<file path="src/rtl/core/tcp_stream_reassembler_top_macros.svh">
// ----------------------------------------------------------------------------
// Assertion macros for the TCP stream reassembler
// Shared property wrappers, clocked and disabled in reset.
// ----------------------------------------------------------------------------
`ifndef TCP_STREAM_REASSEMBLER_TOP_MACROS_SVH
`define TCP_STREAM_REASSEMBLER_TOP_MACROS_SVH

// same-cycle implication
`define TSR_ASSERT_IMP(lbl, clk, rst_n, ante, cons, msg) \
    lbl: assert property (@(posedge clk) disable iff (!rst_n) (ante) |-> (cons)) \
        else $error(msg);

// next-cycle implication
`define TSR_ASSERT_NXT(lbl, clk, rst_n, ante, cons, msg) \
    lbl: assert property (@(posedge clk) disable iff (!rst_n) (ante) |=> (cons)) \
        else $error(msg);

`endif

</file>
<file path="src/rtl/core/tsr_pkg.sv">
// ----------------------------------------------------------------------------
// TCP stream reassembler package
// Shared item, result and status types and fixed constants.
// ----------------------------------------------------------------------------
package tsr_pkg;

    localparam logic       FUNC_DATA   = 1'b0;
    localparam logic       FUNC_END    = 1'b1;
    localparam logic [6:0] MAX_RELEASE = 7'd64;
    localparam logic [6:0] HELD_MAX    = 7'd127;

    typedef struct packed {
        logic        is_end;
        logic [7:0]  byte_value;
        logic [31:0] stream_index;
        logic [6:0]  limit;
    } t_item;

    typedef struct packed {
        logic [7:0]  out_byte;
        logic        byte_valid;
        logic        last;
        logic [31:0] ack_position;
        logic [6:0]  held_count;
        logic        stream_ended;
    } t_result;

    typedef struct packed {
        logic clearing;
    } t_bk_status;

endpackage

</file>
<file path="src/rtl/core/tsr_if.sv">
// ----------------------------------------------------------------------------
// TCP stream reassembler channels
// Input word channel and result word channel, valid/ready handshake.
// ----------------------------------------------------------------------------
interface tsr_in_if;
    logic        valid;
    logic        ready;
    logic        func;
    logic [7:0]  byte_value;
    logic [31:0] stream_index;
    logic [6:0]  out_space;

    modport source (output valid, func, byte_value, stream_index, out_space, input ready);
    modport sink   (input valid, func, byte_value, stream_index, out_space, output ready);
endinterface

interface tsr_out_if;
    logic        valid;
    logic        ready;
    logic [7:0]  out_byte;
    logic        byte_valid;
    logic        last;
    logic [31:0] ack_position;
    logic [6:0]  held_count;
    logic        stream_ended;

    modport source (output valid, out_byte, byte_valid, last, ack_position, held_count,
                    stream_ended, input ready);
    modport sink   (input valid, out_byte, byte_valid, last, ack_position, held_count,
                    stream_ended, output ready);
endinterface

</file>
<file path="src/rtl/core/tsr_ram.sv">
// ----------------------------------------------------------------------------
// Generic RAM
// One write port, one read port with registered read data.
// ----------------------------------------------------------------------------
module tsr_ram #(
    parameter int WIDTH  = 9,
    parameter int DEPTH  = 64,
    parameter int ADDR_W = $clog2(DEPTH)
) (
    input  logic              i_clk,
    input  logic              i_we,
    input  logic [ADDR_W-1:0] i_waddr,
    input  logic [WIDTH-1:0]  i_wdata,
    input  logic              i_re,
    input  logic [ADDR_W-1:0] i_raddr,
    output logic [WIDTH-1:0]  o_rdata
);

    logic [WIDTH-1:0] r_mem [DEPTH];
    logic [WIDTH-1:0] r_rdata;

    always_ff @(posedge i_clk) begin
        if (i_we) begin
            r_mem[i_waddr] <= i_wdata;
        end
        if (i_re) begin
            r_rdata <= r_mem[i_raddr];
        end
    end

    assign o_rdata = r_rdata;

endmodule

</file>
<file path="src/rtl/core/tsr_front.sv">
// ----------------------------------------------------------------------------
// TCP stream reassembler front end
// Accepts input words, classifies them and queues them for the back end.
// ----------------------------------------------------------------------------
module tsr_front (
    input  logic                i_clk,
    input  logic                i_rst_n,
    tsr_in_if.sink              i_in,
    input  tsr_pkg::t_bk_status i_status,
    output logic                o_q_valid,
    output tsr_pkg::t_item      o_q_item,
    input  logic                i_q_pop
);

    localparam int QDEPTH = 2;

    tsr_pkg::t_item r_q [QDEPTH];
    logic           r_wr_ptr, n_wr_ptr;
    logic           r_rd_ptr, n_rd_ptr;
    logic [1:0]     r_count, n_count;
    logic           w_push;
    tsr_pkg::t_item w_item;

    assign i_in.ready = (r_count != 2'(QDEPTH)) && !i_status.clearing;
    assign w_push     = i_in.valid && i_in.ready;

    always_comb begin
        w_item.is_end       = (i_in.func == tsr_pkg::FUNC_END);
        w_item.byte_value   = i_in.byte_value;
        w_item.stream_index = i_in.stream_index;
        w_item.limit        = (i_in.out_space > tsr_pkg::MAX_RELEASE) ?
                              tsr_pkg::MAX_RELEASE : i_in.out_space;
    end

    always_comb begin
        n_wr_ptr = w_push ? ~r_wr_ptr : r_wr_ptr;
        n_rd_ptr = i_q_pop ? ~r_rd_ptr : r_rd_ptr;
        n_count  = r_count + 2'(w_push) - 2'(i_q_pop);
    end

    always_ff @(posedge i_clk) begin
        if (!i_rst_n) begin
            r_wr_ptr <= 1'b0;
            r_rd_ptr <= 1'b0;
            r_count  <= 2'd0;
        end else begin
            r_wr_ptr <= n_wr_ptr;
            r_rd_ptr <= n_rd_ptr;
            r_count  <= n_count;
        end
    end

    always_ff @(posedge i_clk) begin
        if (w_push) begin
            r_q[r_wr_ptr] <= w_item;
        end
    end

    assign o_q_valid = (r_count != 2'd0);
    assign o_q_item  = r_q[r_rd_ptr];

endmodule

</file>
<file path="src/rtl/core/tsr_back.sv">
// ----------------------------------------------------------------------------
// TCP stream reassembler back end
// Stores bytes in the window RAM, releases in-order bytes, drives results.
// ----------------------------------------------------------------------------
module tsr_back #(
    parameter int WINDOW = 64,
    parameter int SLOT_W = $clog2(WINDOW),
    parameter int CNT_W  = $clog2(WINDOW + 1)
) (
    input  logic                 i_clk,
    input  logic                 i_rst_n,
    input  logic                 i_q_valid,
    input  tsr_pkg::t_item       i_q_item,
    output logic                 o_q_pop,
    output tsr_pkg::t_bk_status  o_status,
    tsr_out_if.source            o_out
);

    localparam logic [2:0] ST_CLR  = 3'd0;
    localparam logic [2:0] ST_IDLE = 3'd1;
    localparam logic [2:0] ST_EVAL = 3'd2;
    localparam logic [2:0] ST_SLOT = 3'd3;
    localparam logic [2:0] ST_SWR  = 3'd4;
    localparam logic [2:0] ST_DRD  = 3'd5;
    localparam logic [2:0] ST_DCHK = 3'd6;
    localparam logic [2:0] ST_FIN  = 3'd7;

    localparam logic [SLOT_W-1:0] LAST_SLOT = SLOT_W'(WINDOW - 1);
    localparam logic [SLOT_W:0]   WIN_EXT   = (SLOT_W + 1)'(WINDOW);

    logic [2:0]        r_state, n_state;
    logic [SLOT_W-1:0] r_clr_addr, n_clr_addr;
    logic [31:0]       r_ne, n_ne;
    logic              r_end_seen, n_end_seen;
    logic [31:0]       r_end_pos, n_end_pos;
    logic              r_ended, n_ended;
    logic [SLOT_W-1:0] r_head, n_head;
    logic [CNT_W-1:0]  r_held, n_held;
    logic [6:0]        r_n, n_n;
    logic              r_pend_valid, n_pend_valid;
    tsr_pkg::t_result  r_pend, n_pend;
    logic              r_out_valid, n_out_valid;
    tsr_pkg::t_result  r_out, n_out;
    tsr_pkg::t_item    r_item, n_item;
    logic [SLOT_W-1:0] r_off, n_off;
    logic [SLOT_W-1:0] r_slot, n_slot;

    logic              w_we;
    logic [SLOT_W-1:0] w_waddr;
    logic [8:0]        w_wdata;
    logic              w_re;
    logic [SLOT_W-1:0] w_raddr;
    logic [8:0]        w_rdata;

    logic [31:0]       w_off;
    logic [31:0]       w_end_off;
    logic              w_keep;
    logic [SLOT_W:0]   w_sum;
    logic [SLOT_W-1:0] w_slot;
    logic [SLOT_W-1:0] w_head_inc;
    logic [31:0]       w_ne_inc;
    logic [CNT_W-1:0]  w_held_dec;
    logic              w_ended_inc;
    logic              w_out_free;

    function automatic logic [6:0] sat_held(input logic [CNT_W-1:0] held);
        logic [6:0] res;
        if (held > CNT_W'(tsr_pkg::HELD_MAX)) begin
            res = tsr_pkg::HELD_MAX;
        end else begin
            res = 7'(held);
        end
        return res;
    endfunction

    tsr_ram #(
        .WIDTH (9),
        .DEPTH (WINDOW),
        .ADDR_W(SLOT_W)
    ) u_window (
        .i_clk  (i_clk),
        .i_we   (w_we),
        .i_waddr(w_waddr),
        .i_wdata(w_wdata),
        .i_re   (w_re),
        .i_raddr(w_raddr),
        .o_rdata(w_rdata)
    );

    assign w_off      = r_item.stream_index - r_ne;
    assign w_end_off  = r_end_pos - r_ne;
    assign w_keep     = (w_off < 32'(WINDOW)) && !(r_end_seen && (w_off >= w_end_off));
    assign w_sum      = {1'b0, r_head} + {1'b0, r_off};
    assign w_slot     = (w_sum >= WIN_EXT) ? SLOT_W'(w_sum - WIN_EXT) : w_sum[SLOT_W-1:0];
    assign w_head_inc = (r_head == LAST_SLOT) ? '0 : r_head + 1'b1;
    assign w_ne_inc   = r_ne + 32'd1;
    assign w_held_dec = r_held - 1'b1;
    assign w_ended_inc = r_end_seen && (w_ne_inc == r_end_pos);
    assign w_out_free = !r_out_valid || o_out.ready;

    always_comb begin
        n_state      = r_state;
        n_clr_addr   = r_clr_addr;
        n_ne         = r_ne;
        n_end_seen   = r_end_seen;
        n_end_pos    = r_end_pos;
        n_ended      = r_ended;
        n_head       = r_head;
        n_held       = r_held;
        n_n          = r_n;
        n_pend_valid = r_pend_valid;
        n_pend       = r_pend;
        n_out_valid  = r_out_valid && !o_out.ready;
        n_out        = r_out;
        n_item       = r_item;
        n_off        = r_off;
        n_slot       = r_slot;
        o_q_pop      = 1'b0;
        w_we         = 1'b0;
        w_waddr      = r_head;
        w_wdata      = '0;
        w_re         = 1'b0;
        w_raddr      = r_head;

        unique case (r_state)
            ST_CLR: begin
                w_we    = 1'b1;
                w_waddr = r_clr_addr;
                if (r_clr_addr == LAST_SLOT) begin
                    n_state = ST_IDLE;
                end else begin
                    n_clr_addr = r_clr_addr + 1'b1;
                end
            end
            ST_IDLE: begin
                if (i_q_valid) begin
                    o_q_pop = 1'b1;
                    n_item  = i_q_item;
                    n_n     = '0;
                    n_state = ST_EVAL;
                end
            end
            ST_EVAL: begin
                if (r_ended) begin
                    n_state = ST_FIN;
                end else if (r_item.is_end) begin
                    n_end_seen = 1'b1;
                    n_end_pos  = r_item.stream_index;
                    n_ended    = (r_item.stream_index == r_ne);
                    n_state    = ST_DRD;
                end else if (w_keep) begin
                    n_off   = w_off[SLOT_W-1:0];
                    n_state = ST_SLOT;
                end else begin
                    n_state = ST_DRD;
                end
            end
            ST_SLOT: begin
                w_re    = 1'b1;
                w_raddr = w_slot;
                n_slot  = w_slot;
                n_state = ST_SWR;
            end
            ST_SWR: begin
                w_we    = 1'b1;
                w_waddr = r_slot;
                w_wdata = {1'b1, r_item.byte_value};
                if (!w_rdata[8]) begin
                    n_held = r_held + 1'b1;
                end
                n_state = ST_DRD;
            end
            ST_DRD: begin
                if ((r_n < r_item.limit) && !r_ended) begin
                    w_re    = 1'b1;
                    w_raddr = r_head;
                    n_state = ST_DCHK;
                end else begin
                    n_state = ST_FIN;
                end
            end
            ST_DCHK: begin
                if (!w_rdata[8]) begin
                    n_state = ST_FIN;
                end else if (!r_pend_valid || w_out_free) begin
                    w_we    = 1'b1;
                    w_waddr = r_head;
                    n_head  = w_head_inc;
                    n_ne    = w_ne_inc;
                    n_held  = w_held_dec;
                    n_ended = w_ended_inc;
                    n_n     = r_n + 7'd1;
                    if (r_pend_valid) begin
                        n_out_valid = 1'b1;
                        n_out       = r_pend;
                    end
                    n_pend_valid        = 1'b1;
                    n_pend.out_byte     = w_rdata[7:0];
                    n_pend.byte_valid   = 1'b1;
                    n_pend.last         = 1'b0;
                    n_pend.ack_position = w_ne_inc;
                    n_pend.held_count   = sat_held(w_held_dec);
                    n_pend.stream_ended = w_ended_inc;
                    n_state             = ST_DRD;
                end
            end
            ST_FIN: begin
                if (w_out_free) begin
                    n_out_valid = 1'b1;
                    if (r_pend_valid) begin
                        n_out      = r_pend;
                        n_out.last = 1'b1;
                    end else begin
                        n_out.out_byte     = '0;
                        n_out.byte_valid   = 1'b0;
                        n_out.last         = 1'b1;
                        n_out.ack_position = r_ne;
                        n_out.held_count   = sat_held(r_held);
                        n_out.stream_ended = r_ended;
                    end
                    n_pend_valid = 1'b0;
                    n_state      = ST_IDLE;
                end
            end
            default: begin
                n_state = ST_IDLE;
            end
        endcase
    end

    always_ff @(posedge i_clk) begin
        if (!i_rst_n) begin
            r_state      <= ST_CLR;
            r_clr_addr   <= '0;
            r_ne         <= '0;
            r_end_seen   <= 1'b0;
            r_end_pos    <= '0;
            r_ended      <= 1'b0;
            r_head       <= '0;
            r_held       <= '0;
            r_n          <= '0;
            r_pend_valid <= 1'b0;
            r_out_valid  <= 1'b0;
        end else begin
            r_state      <= n_state;
            r_clr_addr   <= n_clr_addr;
            r_ne         <= n_ne;
            r_end_seen   <= n_end_seen;
            r_end_pos    <= n_end_pos;
            r_ended      <= n_ended;
            r_head       <= n_head;
            r_held       <= n_held;
            r_n          <= n_n;
            r_pend_valid <= n_pend_valid;
            r_out_valid  <= n_out_valid;
        end
    end

    always_ff @(posedge i_clk) begin
        r_pend <= n_pend;
        r_out  <= n_out;
        r_item <= n_item;
        r_off  <= n_off;
        r_slot <= n_slot;
    end

    assign o_status.clearing  = (r_state == ST_CLR);

    assign o_out.valid        = r_out_valid;
    assign o_out.out_byte     = r_out.out_byte;
    assign o_out.byte_valid   = r_out.byte_valid;
    assign o_out.last         = r_out.last;
    assign o_out.ack_position = r_out.ack_position;
    assign o_out.held_count   = r_out.held_count;
    assign o_out.stream_ended = r_out.stream_ended;

endmodule

</file>
<file path="src/rtl/core/tcp_stream_reassembler_top.sv">
// ----------------------------------------------------------------------------
// TCP stream reassembler top level
// Window-based in-order reassembly of indexed stream bytes with end mark.
// ----------------------------------------------------------------------------
//   channel   dir   words
//   i_in      in    func, byte_value, stream_index, out_space
//   o_out     out   out_byte, byte_valid, last, ack_position, held_count,
//                   stream_ended
//
// In the back end each input word is evaluated first. Once the stream has
// ended it goes straight to the result; a mark or a dropped byte goes to
// the release loop, and a byte to store first reads and writes its slot.
// Release reads each head slot (registered read), ending at an empty head.
// After reset a clearing pass runs over every slot of the window RAM;
// no input word is taken during it.
// A two-word queue lets input words arrive while the back end drains, and
// the output register lets the back end move on while a result waits.
// ----------------------------------------------------------------------------
`include "tcp_stream_reassembler_top_macros.svh"

module tcp_stream_reassembler_top #(
    parameter int WINDOW = 64
) (
    input  logic      i_clk,
    input  logic      i_rst_n,
    tsr_in_if.sink    i_in,
    tsr_out_if.source o_out
);

    localparam int SLOT_W     = $clog2(WINDOW);
    localparam int CNT_W      = $clog2(WINDOW + 1);
    localparam int HELD_BOUND = (WINDOW > 127) ? 127 : WINDOW;

    logic                w_q_valid;
    tsr_pkg::t_item      w_q_item;
    logic                w_q_pop;
    tsr_pkg::t_bk_status w_status;

    tsr_front u_front (
        .i_clk    (i_clk),
        .i_rst_n  (i_rst_n),
        .i_in     (i_in),
        .i_status (w_status),
        .o_q_valid(w_q_valid),
        .o_q_item (w_q_item),
        .i_q_pop  (w_q_pop)
    );

    tsr_back #(
        .WINDOW(WINDOW),
        .SLOT_W(SLOT_W),
        .CNT_W (CNT_W)
    ) u_back (
        .i_clk    (i_clk),
        .i_rst_n  (i_rst_n),
        .i_q_valid(w_q_valid),
        .i_q_item (w_q_item),
        .o_q_pop  (w_q_pop),
        .o_status (w_status),
        .o_out    (o_out)
    );

    `TSR_ASSERT_IMP(a_pop_has_word, i_clk, i_rst_n, w_q_pop, w_q_valid, "pop from empty queue")
    `TSR_ASSERT_IMP(a_no_accept_clear, i_clk, i_rst_n, w_status.clearing, !i_in.ready, "input taken during clearing pass")
    `TSR_ASSERT_NXT(a_no_result_clear, i_clk, i_rst_n, w_status.clearing, !o_out.valid, "result during clearing pass")
    `TSR_ASSERT_IMP(a_status_is_last, i_clk, i_rst_n, o_out.valid && !o_out.byte_valid, o_out.last, "status word not last")
    `TSR_ASSERT_IMP(a_held_bound, i_clk, i_rst_n, o_out.valid, o_out.held_count <= 7'(HELD_BOUND), "held count beyond window")

endmodule
</file>
<file path="src/flat_wrapper.sv">
// flat-port wrapper written by rule: the top's interface ports become plain ports
module tcp_stream_reassembler_top_flat 
#(
    parameter int WINDOW = 64
)
  (i_clk, i_rst_n, i_in_valid, i_in_func, i_in_byte_value, i_in_stream_index, i_in_out_space, i_in_ready, o_out_valid, o_out_out_byte, o_out_byte_valid, o_out_last, o_out_ack_position, o_out_held_count, o_out_stream_ended, o_out_ready);
  tsr_in_if i_in_i ();
  tsr_out_if o_out_i ();
  input  logic i_clk;
  input  logic i_rst_n;
  input wire logic [$bits(i_in_i.valid)-1:0] i_in_valid;
  input wire logic [$bits(i_in_i.func)-1:0] i_in_func;
  input wire logic [$bits(i_in_i.byte_value)-1:0] i_in_byte_value;
  input wire logic [$bits(i_in_i.stream_index)-1:0] i_in_stream_index;
  input wire logic [$bits(i_in_i.out_space)-1:0] i_in_out_space;
  output wire logic [$bits(i_in_i.ready)-1:0] i_in_ready;
  output wire logic [$bits(o_out_i.valid)-1:0] o_out_valid;
  output wire logic [$bits(o_out_i.out_byte)-1:0] o_out_out_byte;
  output wire logic [$bits(o_out_i.byte_valid)-1:0] o_out_byte_valid;
  output wire logic [$bits(o_out_i.last)-1:0] o_out_last;
  output wire logic [$bits(o_out_i.ack_position)-1:0] o_out_ack_position;
  output wire logic [$bits(o_out_i.held_count)-1:0] o_out_held_count;
  output wire logic [$bits(o_out_i.stream_ended)-1:0] o_out_stream_ended;
  input wire logic [$bits(o_out_i.ready)-1:0] o_out_ready;
  assign i_in_i.valid = i_in_valid;
  assign i_in_i.func = i_in_func;
  assign i_in_i.byte_value = i_in_byte_value;
  assign i_in_i.stream_index = i_in_stream_index;
  assign i_in_i.out_space = i_in_out_space;
  assign i_in_ready = i_in_i.ready;
  assign o_out_valid = o_out_i.valid;
  assign o_out_out_byte = o_out_i.out_byte;
  assign o_out_byte_valid = o_out_i.byte_valid;
  assign o_out_last = o_out_i.last;
  assign o_out_ack_position = o_out_i.ack_position;
  assign o_out_held_count = o_out_i.held_count;
  assign o_out_stream_ended = o_out_i.stream_ended;
  assign o_out_i.ready = o_out_ready;
  tcp_stream_reassembler_top #(.WINDOW(WINDOW)) u_core (.i_clk(i_clk), .i_rst_n(i_rst_n), .i_in(i_in_i), .o_out(o_out_i));
endmodule
</file>
<file path="config.mk">
export PLATFORM = sky130hd
export DESIGN_NAME = tcp_stream_reassembler_top_flat
export DESIGN_NICKNAME = d
export VERILOG_FILES = /design/src/rtl/core/tsr_pkg.sv /design/src/rtl/core/tsr_if.sv /design/src/rtl/core/tsr_ram.sv /design/src/rtl/core/tsr_front.sv /design/src/rtl/core/tsr_back.sv /design/src/rtl/core/tcp_stream_reassembler_top.sv /design/src/flat_wrapper.sv
export VERILOG_INCLUDE_DIRS = /design/src /design/src/rtl/core
export SDC_FILE = /design/constraint.sdc
export NUM_CORES = 2
export LEC_CHECK = 0
export ABC_AREA = 1
export BUFFER_PORTS_ARGS = -buffer_cell sky130_fd_sc_hd__buf_4
export CAP_MARGIN = 10
export CELL_PAD_IN_SITES_DETAIL_PLACEMENT = 0
export CELL_PAD_IN_SITES_GLOBAL_PLACEMENT = 1
export CORE_MARGIN = 1.5
export CORE_UTILIZATION = 30
export DETAILED_ROUTE_END_ITERATION = 8
export PLACE_DENSITY = 0.59
export SLEW_MARGIN = 0
export SYNTH_ARGS = -nofsm -noshare
export SYNTH_HDL_FRONTEND = slang
export SYNTH_SLANG_ARGS = --single-unit
</file>
<file path="constraint.sdc">
create_clock -name i_clk -period 5.7 [get_ports i_clk]
set_input_delay 0.57 -clock i_clk [delete_from_list [all_inputs] [get_ports i_clk]]
set_output_delay 0.57 -clock i_clk [all_outputs]
set_load 0.01 [all_outputs]
</file>
==> out/metrics.cfg <==
[timing]
timing.fmax_ghz=0.200
drv_slew=0
clock_skew_ns=0.0573
setup_viol=0
min_period_ns=5.00
tightest_slew_ns=1.14
post-route-period-util=0.877
max-slew-margin-rel=0.235
rsz0062_at_grt=false
whs_ns=0.0522
tns_ns=0
fin_ws_ns=0.699
finalHoldViolations=0

[final_layout]
seq_area_um2=27200
final_cell_mix=edfxtp_1, nand2_1, nor2_1, inv_1, o21ai_0
fin_nets=4321
nFillCells=14149
layout-drive-gt1-share=0.0856
mostFrequentLayoutCell=edfxtp_1
area_delta_synth_final_pct=15.9
multi_input_area_um2=13500
finish.instance_area_um2=49400
final_util=0.350

[setup_path]
r2r-start=u_core.u_back.r_ne[2]
cp.arrival_ns=5.36
cp-start-kind=register
path_class=register to register
r2r_end=u_core.u_back.r_off[3]
crit_start=u_core.u_back.r_ne[2]
r2r_slack_ns=0.70
cp_max_fo=6
reg2regPathDepth=22
end_kind=register
required_ns=6.06

[routing]
wl_mm=126
drt_pass1_iterations=5
vias=29727
wl_per_cell_um=20.6
ant_nets=0
detail_route.iter0.violations=2400
drc=0
detail_route.vias_per_cell=4.85

[global_route]
grt_max_degree=165
antenna_found_initial=6
grt_usage=0.171
grt.overflow.total=0
grt_first_pass_wirelength_mm=186
grt_pass1_vias=28120

[run_status]
status=finished, final reports clean

[placed_design]
place_hpwl_mm=83.2
placed_area_um2=45700
numPortBuffers=103
gp_congestion=0.886
pre_cts_slack_ns=0.478

[synthesis]
yosysSeqAreaShare=0.638
synth_ff_type=edfxtp_1
syn_area_per_cell_um2=10.6
synth_nets=4197
ys_ff_latch=940
synth.cell_area_um2=42700
synth-edff-count=839
yosysUniqueCellTypes=55
ys.warnings.count=0
async_reset_ff_frac=0
postSynthCellCount=4028

[pwr]
p_seq_frac=0.494
power_density_nw_per_um2=316
p_comb_frac=0.072
p_sw_mw=3.79
p_leak_nw=19.6
vdd_drop_max_mv=0.216
clkPwrFrac=0.434
p_sw_frac=0.242
intPower_mw=11.9

[clocking]
clkSlewWorstSetupHoldPaths_ns=0.06
cts_tree=yes
cts.sinks=940
root_buffer=clkbuf_16
cts_buffers=107
cts_max_path_buffers=3
cts_setup_buffers=0
htreeDepth=3
clk_latency_ns=0.76

[floorplanning]
core.rowCount=138
die-area_um2=144000
coreArea_um2=141000
pin_count=104
die_x_um=380
fp.dieH_um=380
start_util=0.302

[worst_hold_path]
min-delay-start=i_in_stream_index[28]
hold_path_end=u_core.u_front.r_q[1][35]
hold_class=primary input to register
whs_path_depth=1

[job]
drv_cap=0

==> per-stage QoR <==
step | cells | total power, mW
2_1_floorplan | 4028 | 8.49
3_3_place_gp | 5907 | 8.98
3_5_place_dp | 5907 | 8.98
4_1_cts | 6130 | 15.8
5_1_grt | 6130 | 16.2
6_report | 6132 | 15.6
==> Yosys cell counts, types with 24 or more instances <==
master	n	area share
nor2_1	585	0.051
xnor2_1	28	0.0057
o221ai_1	109	0.022
edfxtp_1	839	0.59
nand2_1	642	0.057
o22ai_1	36	0.0053
o21ai_0	347	0.041
xor2_1	59	0.012
o211ai_1	40	0.0070
inv_1	362	0.032
buf_2	36	0.0042
nor3_1	44	0.0052
a21oi_1	145	0.017
nand4_1	24	0.0035
clkbuf_1	114	0.010
dfxtp_1	101	0.047
ha_1	114	0.033
o21ai_1	94	0.011
nand3_1	172	0.020
==> flip-flops by register name, summed over array words and instances (netlist names), 7 cells and up <==
signal and flops:
u_core.u_back.u_window.r_mem 576, u_core.u_front.r_q 96, u_core.u_back.r_item 48, u_core.u_back.r_pend 48, u_core.u_back.o_out.ack_position 32, u_core.u_back.r_end_pos 32
u_core.u_back.r_ne 32, u_core.u_back.u_window.o_rdata 9, u_core.u_back.o_out.out_byte 8, u_core.u_back.o_out.held_count 7, u_core.u_back.r_held 7, u_core.u_back.r_n 7
==> critical path, cell delays in order (launching register included) <==
cell,delay (ns)
dfxtp_1,0.42
inv_1,0.13
ha_1,0.40
nand3_1,0.10
nand2_1,0.12
a21oi_2,0.09
o21ai_2,0.19
a21oi_1,0.14
o21ai_0,0.39
a21boi_0,0.23
o21ai_0,0.37
a21oi_1,0.14
xor2_1,0.16
ha_1,0.29
a21oi_1,0.13
o21ai_0,0.12
nand2_1,0.08
o211ai_1,0.08
a31oi_1,0.26
nand3_1,0.12
nand2_1,0.07
nand3_1,0.20
nor3_2,0.43
==> cell families after synthesis <==
family                     share of synthesized area
and+or+nand+nor                                0.144
DFF                                            0.638
AOI/OAI and AO/OA                              0.115
buffers and inverters                         0.0494
adders and majority gates                     0.0349
xor gates and xnor gates                      0.0182
==> worst max path at each step <==
stage,end,depth (start not counted)
6_report,u_core.u_back.r_off[3],22
5_1_grt,u_core.u_back.r_off[5],22
4_1_cts,u_core.u_back.r_off[5],22
3_5_place_dp,u_core.u_back.r_off[0],22
3_3_place_gp,u_core.u_back.r_off[2],22
2_1_floorplan,u_core.u_back.r_off[0],22
==> layer usage <==
metal	track usage	vias to the layer above	wire length [um]
li1	-	14422	-
met2	0.265	736	56800
met1	0.246	14401	59800
met5	0	-	0
met4	0.0509	0	2920
met3	0.0241	168	6600
==> final cells by class <==
cell class / count / area share
flip-flops and latches: 940 / 0.551
multi-input cells: 2550 / 0.272
clock buffers: 134 / 0.0579
well taps: 1890 / 0.0478
repair buffers: 178 / 0.0299
inverters: 375 / 0.0288
clock inverters: 63 / 0.0127
diodes: 2 / 0.000101
==> power by group through the flow <==
stage / clock, mW / combinational (mW) / sequential [mW]
2_1_floorplan: 0 / 0.642 / 7.85
3_3_place_gp: 0 / 1.11 / 7.87
3_5_place_dp: 0 / 1.11 / 7.87
4_1_cts: 6.95 / 1.13 / 7.73
5_1_grt: 7.21 / 1.24 / 7.74
6_report: 6.79 / 1.13 / 7.73
==> timing repair <==
item                                   CTS  global route
resized for setup                        0             1
endpoints found under the hold margin   52             0
setup endpoints to repair                0             6
hold buffers                            26             0
(Power assumes the default switching activity.)
